`config.mk`:
```
export PLATFORM = sky130hd
export DESIGN_NAME = seven_segment_scroll_mux
export DESIGN_NICKNAME = d
export VERILOG_FILES = /design/src/rtl/ssm_pkg.sv /design/src/rtl/ssm_ram.sv /design/src/rtl/ssm_queue.sv /design/src/rtl/seven_segment_scroll_mux.sv
export SDC_FILE = /design/constraint.sdc
export NUM_CORES = 1
export LEC_CHECK = 0
export ABC_CLOCK_PERIOD_IN_PS = 6270
export BUFFER_PORTS_ARGS = -buffer_cell sky130_fd_sc_hd__buf_2
export CAP_MARGIN = 40
export CORE_AREA = 2 2 207 189
export DETAILED_ROUTE_END_ITERATION = 8
export DIE_AREA = 0 0 209 191
export GPL_ROUTABILITY_DRIVEN = 0
export PLACE_DENSITY = 0.71
export SLEW_MARGIN = 10
export SYNTH_ARGS = -nofsm -noshare
export SYNTH_HDL_FRONTEND = slang
export SYNTH_SLANG_ARGS = --single-unit
```
`constraint.sdc`:
```
create_clock -name clock -period 6.27 [get_ports clock]
set_clock_uncertainty 0.2 [all_clocks]
set_input_delay 0.3135 -clock clock [delete_from_list [all_inputs] [get_ports clock]]
set_output_delay 0.3135 -clock clock [all_outputs]
set_load 0.05 [all_outputs]
```
`src/rtl/ssm_pkg.sv`:
```
// ----------------------------------------------------------------------------
// ssm_pkg
// Shared types, codes and the character glyph table of the seven-segment
// scroll multiplexer.
// ----------------------------------------------------------------------------
package ssm_pkg;

   // Item kind codes
   localparam logic [2:0] KIND_TICK      = 3'd0;
   localparam logic [2:0] KIND_RAW_WRITE = 3'd1;
   localparam logic [2:0] KIND_CHAR_WRITE = 3'd2;
   localparam logic [2:0] KIND_QUEUE_CHAR = 3'd3;
   localparam logic [2:0] KIND_START     = 3'd4;

   // Blank digit, active low
   localparam logic [7:0] SEG_BLANK = 8'hFF;

   // Scroll delay after reset
   localparam logic [15:0] SCROLL_DELAY_RESET = 16'd200;

   // Request transaction
   typedef struct packed {
      logic [2:0] kind;
      logic [2:0] position;
      logic [7:0] segment_value;
      logic [7:0] character;
   } req_type;

   // Response transaction
   typedef struct packed {
      logic [2:0] digit_index;
      logic [7:0] segments;
      logic       scrolling;
      logic       queue_dropped;
   } rsp_type;

   // ASCII to active-low segment pattern; unknown codes are blank
   function automatic logic [7:0] ssm_glyph(input logic [7:0] ch);
      logic [7:0] seg;
      unique case (ch) inside
         8'h30, 8'h4F, 8'h44: seg = 8'hC0; // 0 O D
         8'h31, 8'h49:        seg = 8'hF9; // 1 I
         8'h32, 8'h5A:        seg = 8'hA4; // 2 Z
         8'h33:               seg = 8'hB0;
         8'h34, 8'h59:        seg = 8'h99; // 4 Y
         8'h35, 8'h53:        seg = 8'h92; // 5 S
         8'h36:               seg = 8'h82;
         8'h37:               seg = 8'hF8;
         8'h38, 8'h42:        seg = 8'h80; // 8 B
         8'h39:               seg = 8'h90;
         8'h2D:               seg = 8'hBF; // minus
         8'h41, 8'h52:        seg = 8'h88; // A R
         8'h43:               seg = 8'hC6; // C
         8'h45:               seg = 8'h86; // E
         8'h46:               seg = 8'h8E; // F
         8'h48:               seg = 8'h89; // H
         8'h4C:               seg = 8'hC7; // L
         8'h50:               seg = 8'h8C; // P
         8'h55:               seg = 8'hC1; // U
         8'h54:               seg = 8'hCE; // T
         8'h6F:               seg = 8'hA3; // o
         8'h64:               seg = 8'hA1; // d
         8'h63:               seg = 8'hA7; // c
         default:             seg = SEG_BLANK;
      endcase
      return seg;
   endfunction

endpackage

```
`src/rtl/ssm_ram.sv`:
```
// ----------------------------------------------------------------------------
// ssm_ram
// Generic single-write, single-read RAM with registered read data.
// ----------------------------------------------------------------------------
module ssm_ram #(
   parameter int WIDTH = 8,
   parameter int DEPTH = 32
) (
   input  logic                                    clock,
   input  logic                                    wr_en,
   input  logic [(DEPTH > 1 ? $clog2(DEPTH) : 1)-1:0] wr_addr,
   input  logic [WIDTH-1:0]                        wr_data,
   input  logic [(DEPTH > 1 ? $clog2(DEPTH) : 1)-1:0] rd_addr,
   output logic [WIDTH-1:0]                        rd_data
);

   logic [WIDTH-1:0] mem [DEPTH];
   logic [WIDTH-1:0] rd_data_ff;

   // Write port and registered read port (read returns old data on collision)
   always_ff @(posedge clock) begin
      if (wr_en) begin
         mem[wr_addr] <= wr_data;
      end
      rd_data_ff <= mem[rd_addr];
   end

   assign rd_data = rd_data_ff;

endmodule

```
`src/rtl/ssm_queue.sv`:
```
// ----------------------------------------------------------------------------
// ssm_queue
// Scroll character FIFO. The head entry is prefetched from RAM every cycle
// so that it is ready to pop without a read wait.
// ----------------------------------------------------------------------------
module ssm_queue #(
   parameter int DEPTH = 32
) (
   input  logic       clock,
   input  logic       reset,
   input  logic       push,
   input  logic [7:0] push_data,
   input  logic       pop,
   output logic       full,
   output logic       empty,
   output logic [7:0] head_data
);

   localparam int AW = (DEPTH > 1) ? $clog2(DEPTH) : 1;
   localparam int CW = $clog2(DEPTH + 1);
   localparam logic [AW:0]   DEPTH_W  = (AW + 1)'(DEPTH);
   localparam logic [AW-1:0] LAST_IDX = AW'(DEPTH - 1);
   localparam logic [CW-1:0] DEPTH_C  = CW'(DEPTH);

   logic [AW-1:0] head_ff, head_in;
   logic [CW-1:0] count_ff, count_in;
   logic [AW:0]   tail_sum;
   logic [AW-1:0] tail;
   logic          fwd_ff, fwd_in;
   logic [7:0]    fwd_data_ff;
   logic [7:0]    ram_rd_data;

   assign full  = (count_ff == DEPTH_C);
   assign empty = (count_ff == '0);

   // Tail address: head plus count, wrapped once
   always_comb begin
      tail_sum = {1'b0, head_ff} + (AW + 1)'(count_ff);
      if (tail_sum >= DEPTH_W) begin
         tail_sum = tail_sum - DEPTH_W;
      end
      tail = tail_sum[AW-1:0];
   end

   // Pointer and count update
   always_comb begin
      head_in  = head_ff;
      count_in = count_ff;
      if (pop) begin
         head_in = (head_ff == LAST_IDX) ? '0 : head_ff + 1'b1;
      end
      if (push && !pop) begin
         count_in = count_ff + 1'b1;
      end else if (pop && !push) begin
         count_in = count_ff - 1'b1;
      end
   end

   // A write to the entry being prefetched is forwarded
   assign fwd_in = push && (tail == head_in);

   always_ff @(posedge clock) begin
      if (reset) begin
         head_ff  <= '0;
         count_ff <= '0;
         fwd_ff   <= 1'b0;
      end else begin
         head_ff  <= head_in;
         count_ff <= count_in;
         fwd_ff   <= fwd_in;
      end
   end

   always_ff @(posedge clock) begin
      fwd_data_ff <= push_data;
   end

   ssm_ram #(
      .WIDTH (8),
      .DEPTH (DEPTH)
   ) u_ram (
      .clock   (clock),
      .wr_en   (push),
      .wr_addr (tail),
      .wr_data (push_data),
      .rd_addr (head_in),
      .rd_data (ram_rd_data)
   );

   assign head_data = fwd_ff ? fwd_data_ff : ram_rd_data;

endmodule

```
`src/rtl/seven_segment_scroll_mux.sv`:
```
// ----------------------------------------------------------------------------
// seven_segment_scroll_mux
// Multiplexed seven-segment display driver with a scrolling text queue.
// ----------------------------------------------------------------------------
// Takes one request transaction per clock while req_stall is low and returns
// one response per request through an input register, then a result
// register. The whole update of a request - scan advance, digit write, start,
// queue append, or a scroll shift with glyph decode of the queue head into
// the last digit - is done in a single pass between those two registers, so
// back-to-back requests sustain one per cycle while rsp_stall is low. The
// scroll queue sits in a RAM whose head entry is prefetched every cycle, so
// a shift never waits on the read. No clearing pass is needed after reset.
// scroll_delay may only be written while no request is in flight.
// ----------------------------------------------------------------------------
module seven_segment_scroll_mux
   import ssm_pkg::*;
#(
   parameter int DIGITS      = 5,
   parameter int QUEUE_DEPTH = 32
) (
   input  logic        clock,
   input  logic        reset,
   // request channel
   input  logic        req_valid,
   output logic        req_stall,
   input  req_type     req_data,
   // response channel
   output logic        rsp_valid,
   input  logic        rsp_stall,
   output rsp_type     rsp_data,
   // configuration
   input  logic        csr_wr_en,
   input  logic [15:0] csr_wr_data
);

   localparam int DW = (DIGITS > 1) ? $clog2(DIGITS) : 1;
   localparam logic [3:0] DIGITS_N = 4'(DIGITS);
   localparam logic [2:0] LAST_DIGIT = 3'(DIGITS - 1);

   logic          in_valid_ff;
   req_type       in_item_ff;
   logic          rsp_valid_ff;
   rsp_type       rsp_data_ff, rsp_data_in;
   logic          advance, process;

   logic [7:0]    pattern_ff [DIGITS];
   logic [7:0]    pattern_in [DIGITS];
   logic [7:0]    shifted    [DIGITS];
   logic [2:0]    scan_ff, scan_in;
   logic [15:0]   ticks_ff, ticks_in, ticks_inc;
   logic          active_ff, active_in;
   logic [15:0]   delay_ff;
   logic          any_lit;
   logic          do_shift;

   logic          q_push, q_pop, q_full, q_empty;
   logic [7:0]    q_head;

   // Handshake: the pipe moves when the result register is free
   assign advance   = !rsp_valid_ff || !rsp_stall;
   assign process   = in_valid_ff && advance;
   assign req_stall = in_valid_ff && !advance;
   assign rsp_valid = rsp_valid_ff;
   assign rsp_data  = rsp_data_ff;

   // Input register
   always_ff @(posedge clock) begin
      if (reset) begin
         in_valid_ff <= 1'b0;
      end else if (req_valid && !req_stall) begin
         in_valid_ff <= 1'b1;
      end else if (advance) begin
         in_valid_ff <= 1'b0;
      end
   end

   always_ff @(posedge clock) begin
      if (req_valid && !req_stall) begin
         in_item_ff <= req_data;
      end
   end

   // Scroll timing
   assign ticks_inc = ticks_ff + 16'd1;
   assign do_shift  = (in_item_ff.kind == KIND_TICK) && active_ff && (ticks_inc >= delay_ff);

   // Shifted display and blank check, all digits in parallel
   always_comb begin
      any_lit = 1'b0;
      for (int i = 0; i < DIGITS; i++) begin
         shifted[i] = pattern_ff[i];
      end
      for (int i = 0; i < DIGITS - 1; i++) begin
         shifted[i] = pattern_ff[i + 1];
         if (pattern_ff[i + 1] != SEG_BLANK) begin
            any_lit = 1'b1;
         end
      end
      shifted[DIGITS - 1] = q_empty ? SEG_BLANK : ssm_glyph(q_head);
   end

   // Queue controls
   assign q_pop  = process && do_shift && !q_empty;
   assign q_push = process && (in_item_ff.kind == KIND_QUEUE_CHAR) && !q_full;

   // Next state and response
   always_comb begin
      for (int i = 0; i < DIGITS; i++) begin
         pattern_in[i] = pattern_ff[i];
      end
      scan_in     = scan_ff;
      ticks_in    = ticks_ff;
      active_in   = active_ff;
      rsp_data_in = '0;

      unique case (in_item_ff.kind)
         KIND_TICK: begin
            if (active_ff) begin
               ticks_in = ticks_inc;
               if (do_shift) begin
                  ticks_in = '0;
                  for (int i = 0; i < DIGITS; i++) begin
                     pattern_in[i] = shifted[i];
                  end
                  if (q_empty) begin
                     active_in = any_lit;
                  end
               end
            end
            scan_in = (scan_ff == LAST_DIGIT) ? 3'd0 : scan_ff + 3'd1;
         end
         KIND_RAW_WRITE: begin
            if ({1'b0, in_item_ff.position} < DIGITS_N) begin
               pattern_in[in_item_ff.position[DW-1:0]] = ~in_item_ff.segment_value;
            end
         end
         KIND_CHAR_WRITE: begin
            if ({1'b0, in_item_ff.position} < DIGITS_N) begin
               pattern_in[in_item_ff.position[DW-1:0]] = ssm_glyph(in_item_ff.character);
            end
         end
         KIND_QUEUE_CHAR: begin
            rsp_data_in.queue_dropped = q_full;
         end
         KIND_START: begin
            for (int i = 0; i < DIGITS; i++) begin
               pattern_in[i] = SEG_BLANK;
            end
            active_in = 1'b1;
            ticks_in  = '0;
         end
         default: begin
         end
      endcase

      rsp_data_in.digit_index = scan_in;
      rsp_data_in.segments    = pattern_in[scan_in[DW-1:0]];
      rsp_data_in.scrolling   = active_in;
   end

   // Display state
   always_ff @(posedge clock) begin
      if (reset) begin
         for (int i = 0; i < DIGITS; i++) begin
            pattern_ff[i] <= SEG_BLANK;
         end
         scan_ff   <= '0;
         ticks_ff  <= '0;
         active_ff <= 1'b0;
      end else if (process) begin
         for (int i = 0; i < DIGITS; i++) begin
            pattern_ff[i] <= pattern_in[i];
         end
         scan_ff   <= scan_in;
         ticks_ff  <= ticks_in;
         active_ff <= active_in;
      end
   end

   // Configuration register
   always_ff @(posedge clock) begin
      if (reset) begin
         delay_ff <= SCROLL_DELAY_RESET;
      end else if (csr_wr_en) begin
         delay_ff <= csr_wr_data;
      end
   end

   // Result register
   always_ff @(posedge clock) begin
      if (reset) begin
         rsp_valid_ff <= 1'b0;
      end else if (advance) begin
         rsp_valid_ff <= in_valid_ff;
      end
   end

   always_ff @(posedge clock) begin
      if (process) begin
         rsp_data_ff <= rsp_data_in;
      end
   end

   ssm_queue #(
      .DEPTH (QUEUE_DEPTH)
   ) u_queue (
      .clock     (clock),
      .reset     (reset),
      .push      (q_push),
      .push_data (in_item_ff.character),
      .pop       (q_pop),
      .full      (q_full),
      .empty     (q_empty),
      .head_data (q_head)
   );

endmodule

```
==> impl_metrics.toml <==
[run_status]
status = "finished, final reports clean"

[job]
maxCapViolCount = 0

[logic_synthesis]
synth_nets = 2051
synth-simple-area-share = 0.183
synthDistinctLibCells = 106
async_flop_share = 0
synth_edf_count = 331
synthMuxAreaShare = 0.0307
syn_inst = 1976
ys_ff_latch = 397
synth_top_area_share = 0.483
synth_ff_type = "edfxtp_1"
synth-compound-area-share = 0.165
synth_fa_ha_area_frac = 0.0202
synth.avg_cell_area_um2 = 10.4
ys_warn_count = 0
synth_top_family_by_area = "simple AND/OR/NAND/NOR gates"
synth_area_um2 = 20600
synth_area_leaders = "edfxtp_1 (48%), dfxtp_1 (6.4%), nand2_1 (5.6%)"
synth_top_cell_by_area = "edfxtp_1"
synth_xor_area_frac = 0.0136
ys_seq_area_frac = 0.548

[place]
hpwl_um = 38100
dpl-instance-area_um2 = 21200
dp_slack_ns = 0.759
port_buffers = 57
dp.cells = 2446

[global_route]
use_met3 = 0.0812
grt.overflow.total = 0
gr-usage-all-layers = 0.289
antenna_found_initial = 0
grt_busiest_layer = "met2"
grt_pass1_vias = 16100
grt_max_degree = 66
grt_use_met1 = 0.402
grt_use_met2 = 0.440
grt_pass1_wl_um = 89700

[critical_path]
critPathLaunchType = "register"
criticalPathCategory = "reg -> reg"
path_cells = "ha_1, and3_1, and3_1, and3_1, nand3_1, xnor2_1, ha_1, o21a_1, a21oi_1, and2_1, nand3_1, buf_4, nand3_1, ha_1, inv_1, ha_1, a21o_1, a21oi_1, o21bai_1, a21oi_1, xnor2_1, or3_1, a21oi_1"
crit_slowest_cell = "dfxtp_1"
crit_path_max_fanout = 16
max_stage_delay_ns = 0.40
cp-end-kind = "register"
cp.required_ns = 6.56
cp.arrival_ns = 5.89

[layout]
n_antenna_cell = 0
nNetsFinal = 2116
syn2layout_area_growth_pct = 12.3
fin_area_um2 = 23100
instances_no_fill = 2564
drive_above_1_share = 0.0998

[power]
powerDensity_nw_per_um2 = 263
p_leak_nw = 8.11
vdd_drop_max_v = 0.000201

[floorplanning]
die_w_um = 209
rows = 68
io_pins = 58
fp.dieArea_um2 = 39900
core-area_um2 = 37900
die_h_um = 191
start_util = 0.543

[min_path]
hold_class = "in -> reg"

[sta]
period_needed_ns = 5.60
tightest_slew_ns = 0.952
finalSetupViolations = 0
timing.hold.ws_ns = 0.0618
hold_viol = 0
clock.fmax_ghz = 0.179
setup_slack_ns = 0.669
post-route-period-util = 0.893
relSlewSlack = 0.349
fin_tns_setup_ns = 0
rsz0062_at_grt = "no"
drv_slew = 0

[clock_tree]
root_buffer = "clkbuf_16"
post_cts_buffers = 0
cts_max_path_buffers = 3
cts_buffers = 42
cts_htree_levels = 2
cts.sinks = 397
hold_buffers = 41
cts_tree = "yes"
clk_pin_slew_ns = 0.06
ctsResizeCount = 0
clkLatencyLatePin_ns = 0.58

[detailed_routing]
vias = 16700
final_antenna_net_count = 0
drt-initial-drc-count = 2563
wl_um = 57700
vias_per_cell = 6.53
drcViolationCount = 0
post_drt_wl_per_cell_um = 22.5
dr.pass1.iters = 6
power breakdown:
part	leakage (nW)	switching (W)	internal, W	total [W]
combinational	3.95	0.000353	0.000179	0.000532
sequential	3.47	0.0000519	0.00290	0.00295
clock	0.697	0.00105	0.00154	0.00259
kinds of logic after synthesis:
logic type	count (synthesis)
AND/OR/NAND/NOR	777
XOR/XNOR	32
AO/OA/AOI/OAI	509
adder cells (fa/ha/maj)	32
buffers and inverters	166
flip-flops	397
multiplexers	63
stage by stage:
stage / util / total power (W)
2_1_floorplan: - / 0.00332
3_3_place_gp: 0.558 / 0.00348
3_5_place_dp: 0.561 / 0.00350
4_1_cts: 0.610 / 0.00609
5_1_grt: 0.610 / 0.00627
6_report: 0.610 / 0.00607
cell usage after synthesis, types with 5 or more instances:
cell	count
a22oi_1	9
a31oi_1	22
inv_1	42
o31ai_1	23
or3b_1	5
a21oi_1	157
nand2b_1	29
o2111ai_1	12
buf_2	33
nor4_1	9
nor3_1	25
and3b_1	6
nand4_1	30
o21a_1	9
buf_6	12
o211ai_1	28
nor2_1	177
edfxtp_1	331
o21ai_1	8
and3_1	20
or3_1	5
and2_1	9
ha_1	30
o221ai_1	8
a211o_1	6
a32oi_1	19
o32ai_1	8
nand2_1	304
nand3b_1	15
a21o_1	6
o311ai_1	18
or4_1	5
a211oi_1	11
nor3b_1	12
a311oi_1	5
o22ai_1	10
nand4b_1	5
nand3_1	80
xor2_1	12
o21ai_0	89
mux2i_1	63
buf_4	7
clkbuf_1	64
xnor2_1	20
dfxtp_1	66
routing by layer:
metal | part of all wire | vias up | routed length, um
met5 | 0 | - | 0
met4 | 0.031 | 0 | 1820
met3 | 0.12 | 180 | 6930
met2 | 0.44 | 1037 | 25100
met1 | 0.41 | 7954 | 23800
li1 | - | 7576 | -
flip-flops by register name (all words and copies together), names as in the netlist, 3 cells and up:
name / cells
u_queue.count_ff: 6
pattern_ff: 40
u_queue.fwd_data_ff: 8
u_queue.u_ram.mem: 256
ticks_ff: 16
scan_ff: 3
u_queue.u_ram.rd_data: 8
u_queue.head_ff: 5
in_item_ff: 22
delay_ff: 16
rsp_data: 13
final timing paths:
path | start | end | slack (ns) | cells past startpoint
setup / recovery | ticks_ff[0]$_SDFFE_PP0P_ | u_queue.count_ff[5]$_SDFFE_PP0P_ | 0.67 | 23
setup reg to reg | ticks_ff[0]$_SDFFE_PP0P_ | u_queue.count_ff[5]$_SDFFE_PP0P_ | 0.67 | 23
hold / removal | csr_wr_en | delay_ff[3]$_SDFFE_PP1P_ | 0.06 | 3
hold reg to reg | in_valid_ff$_SDFFE_PP0P_ | rsp_valid$_SDFFE_PP0N_ | 0.29 | 2
worst max-delay path: cells and delay by family, from the launching register on:
kind                       cells  cell delay [ns]
DFF                            1             0.40
AOI/OAI and AO/OA              7             1.29
adders and majority gates      4             1.14
xor gates and xnor gates       2             0.34
buffers and inverters          2             0.34
and+or+nand+nor                8             1.80
cell type report:
type	instances	area, um^2
timing repair buffer	142	1100
tap	490	613
inverter	45	169
sequential	397	11300
multi-input combinational	1413	8510
fill	3083	14800
clock inverter	23	287
clock buffer	54	1140
cells in the final DEF, fill, tap and decap left out, types with 9 or more instances in the layout:
cell / n
a211oi_1: 11
a21oi_1: 157
a22oi_1: 9
a31oi_1: 22
a32oi_1: 19
and2_1: 9
and3_1: 20
buf_2: 58
buf_4: 36
clkbuf_1: 9
clkbuf_16: 43
dfxtp_1: 66
dlygate4sd3_1: 41
edfxtp_1: 331
ha_1: 30
inv_1: 42
mux2i_1: 63
nand2_1: 303
nand2b_1: 29
nand3_1: 80
nand3b_1: 15
nand4_1: 30
nor2_1: 177
nor3_1: 23
nor3b_1: 12
nor4_1: 9
o2111ai_1: 12
o211ai_1: 28
o21a_1: 9
o21ai_0: 88
o21ai_1: 9
o22ai_1: 10
o311ai_1: 18
o31ai_1: 23
xnor2_1: 20
xor2_1: 12
Note: power is estimated with default switching activity, not from simulation.
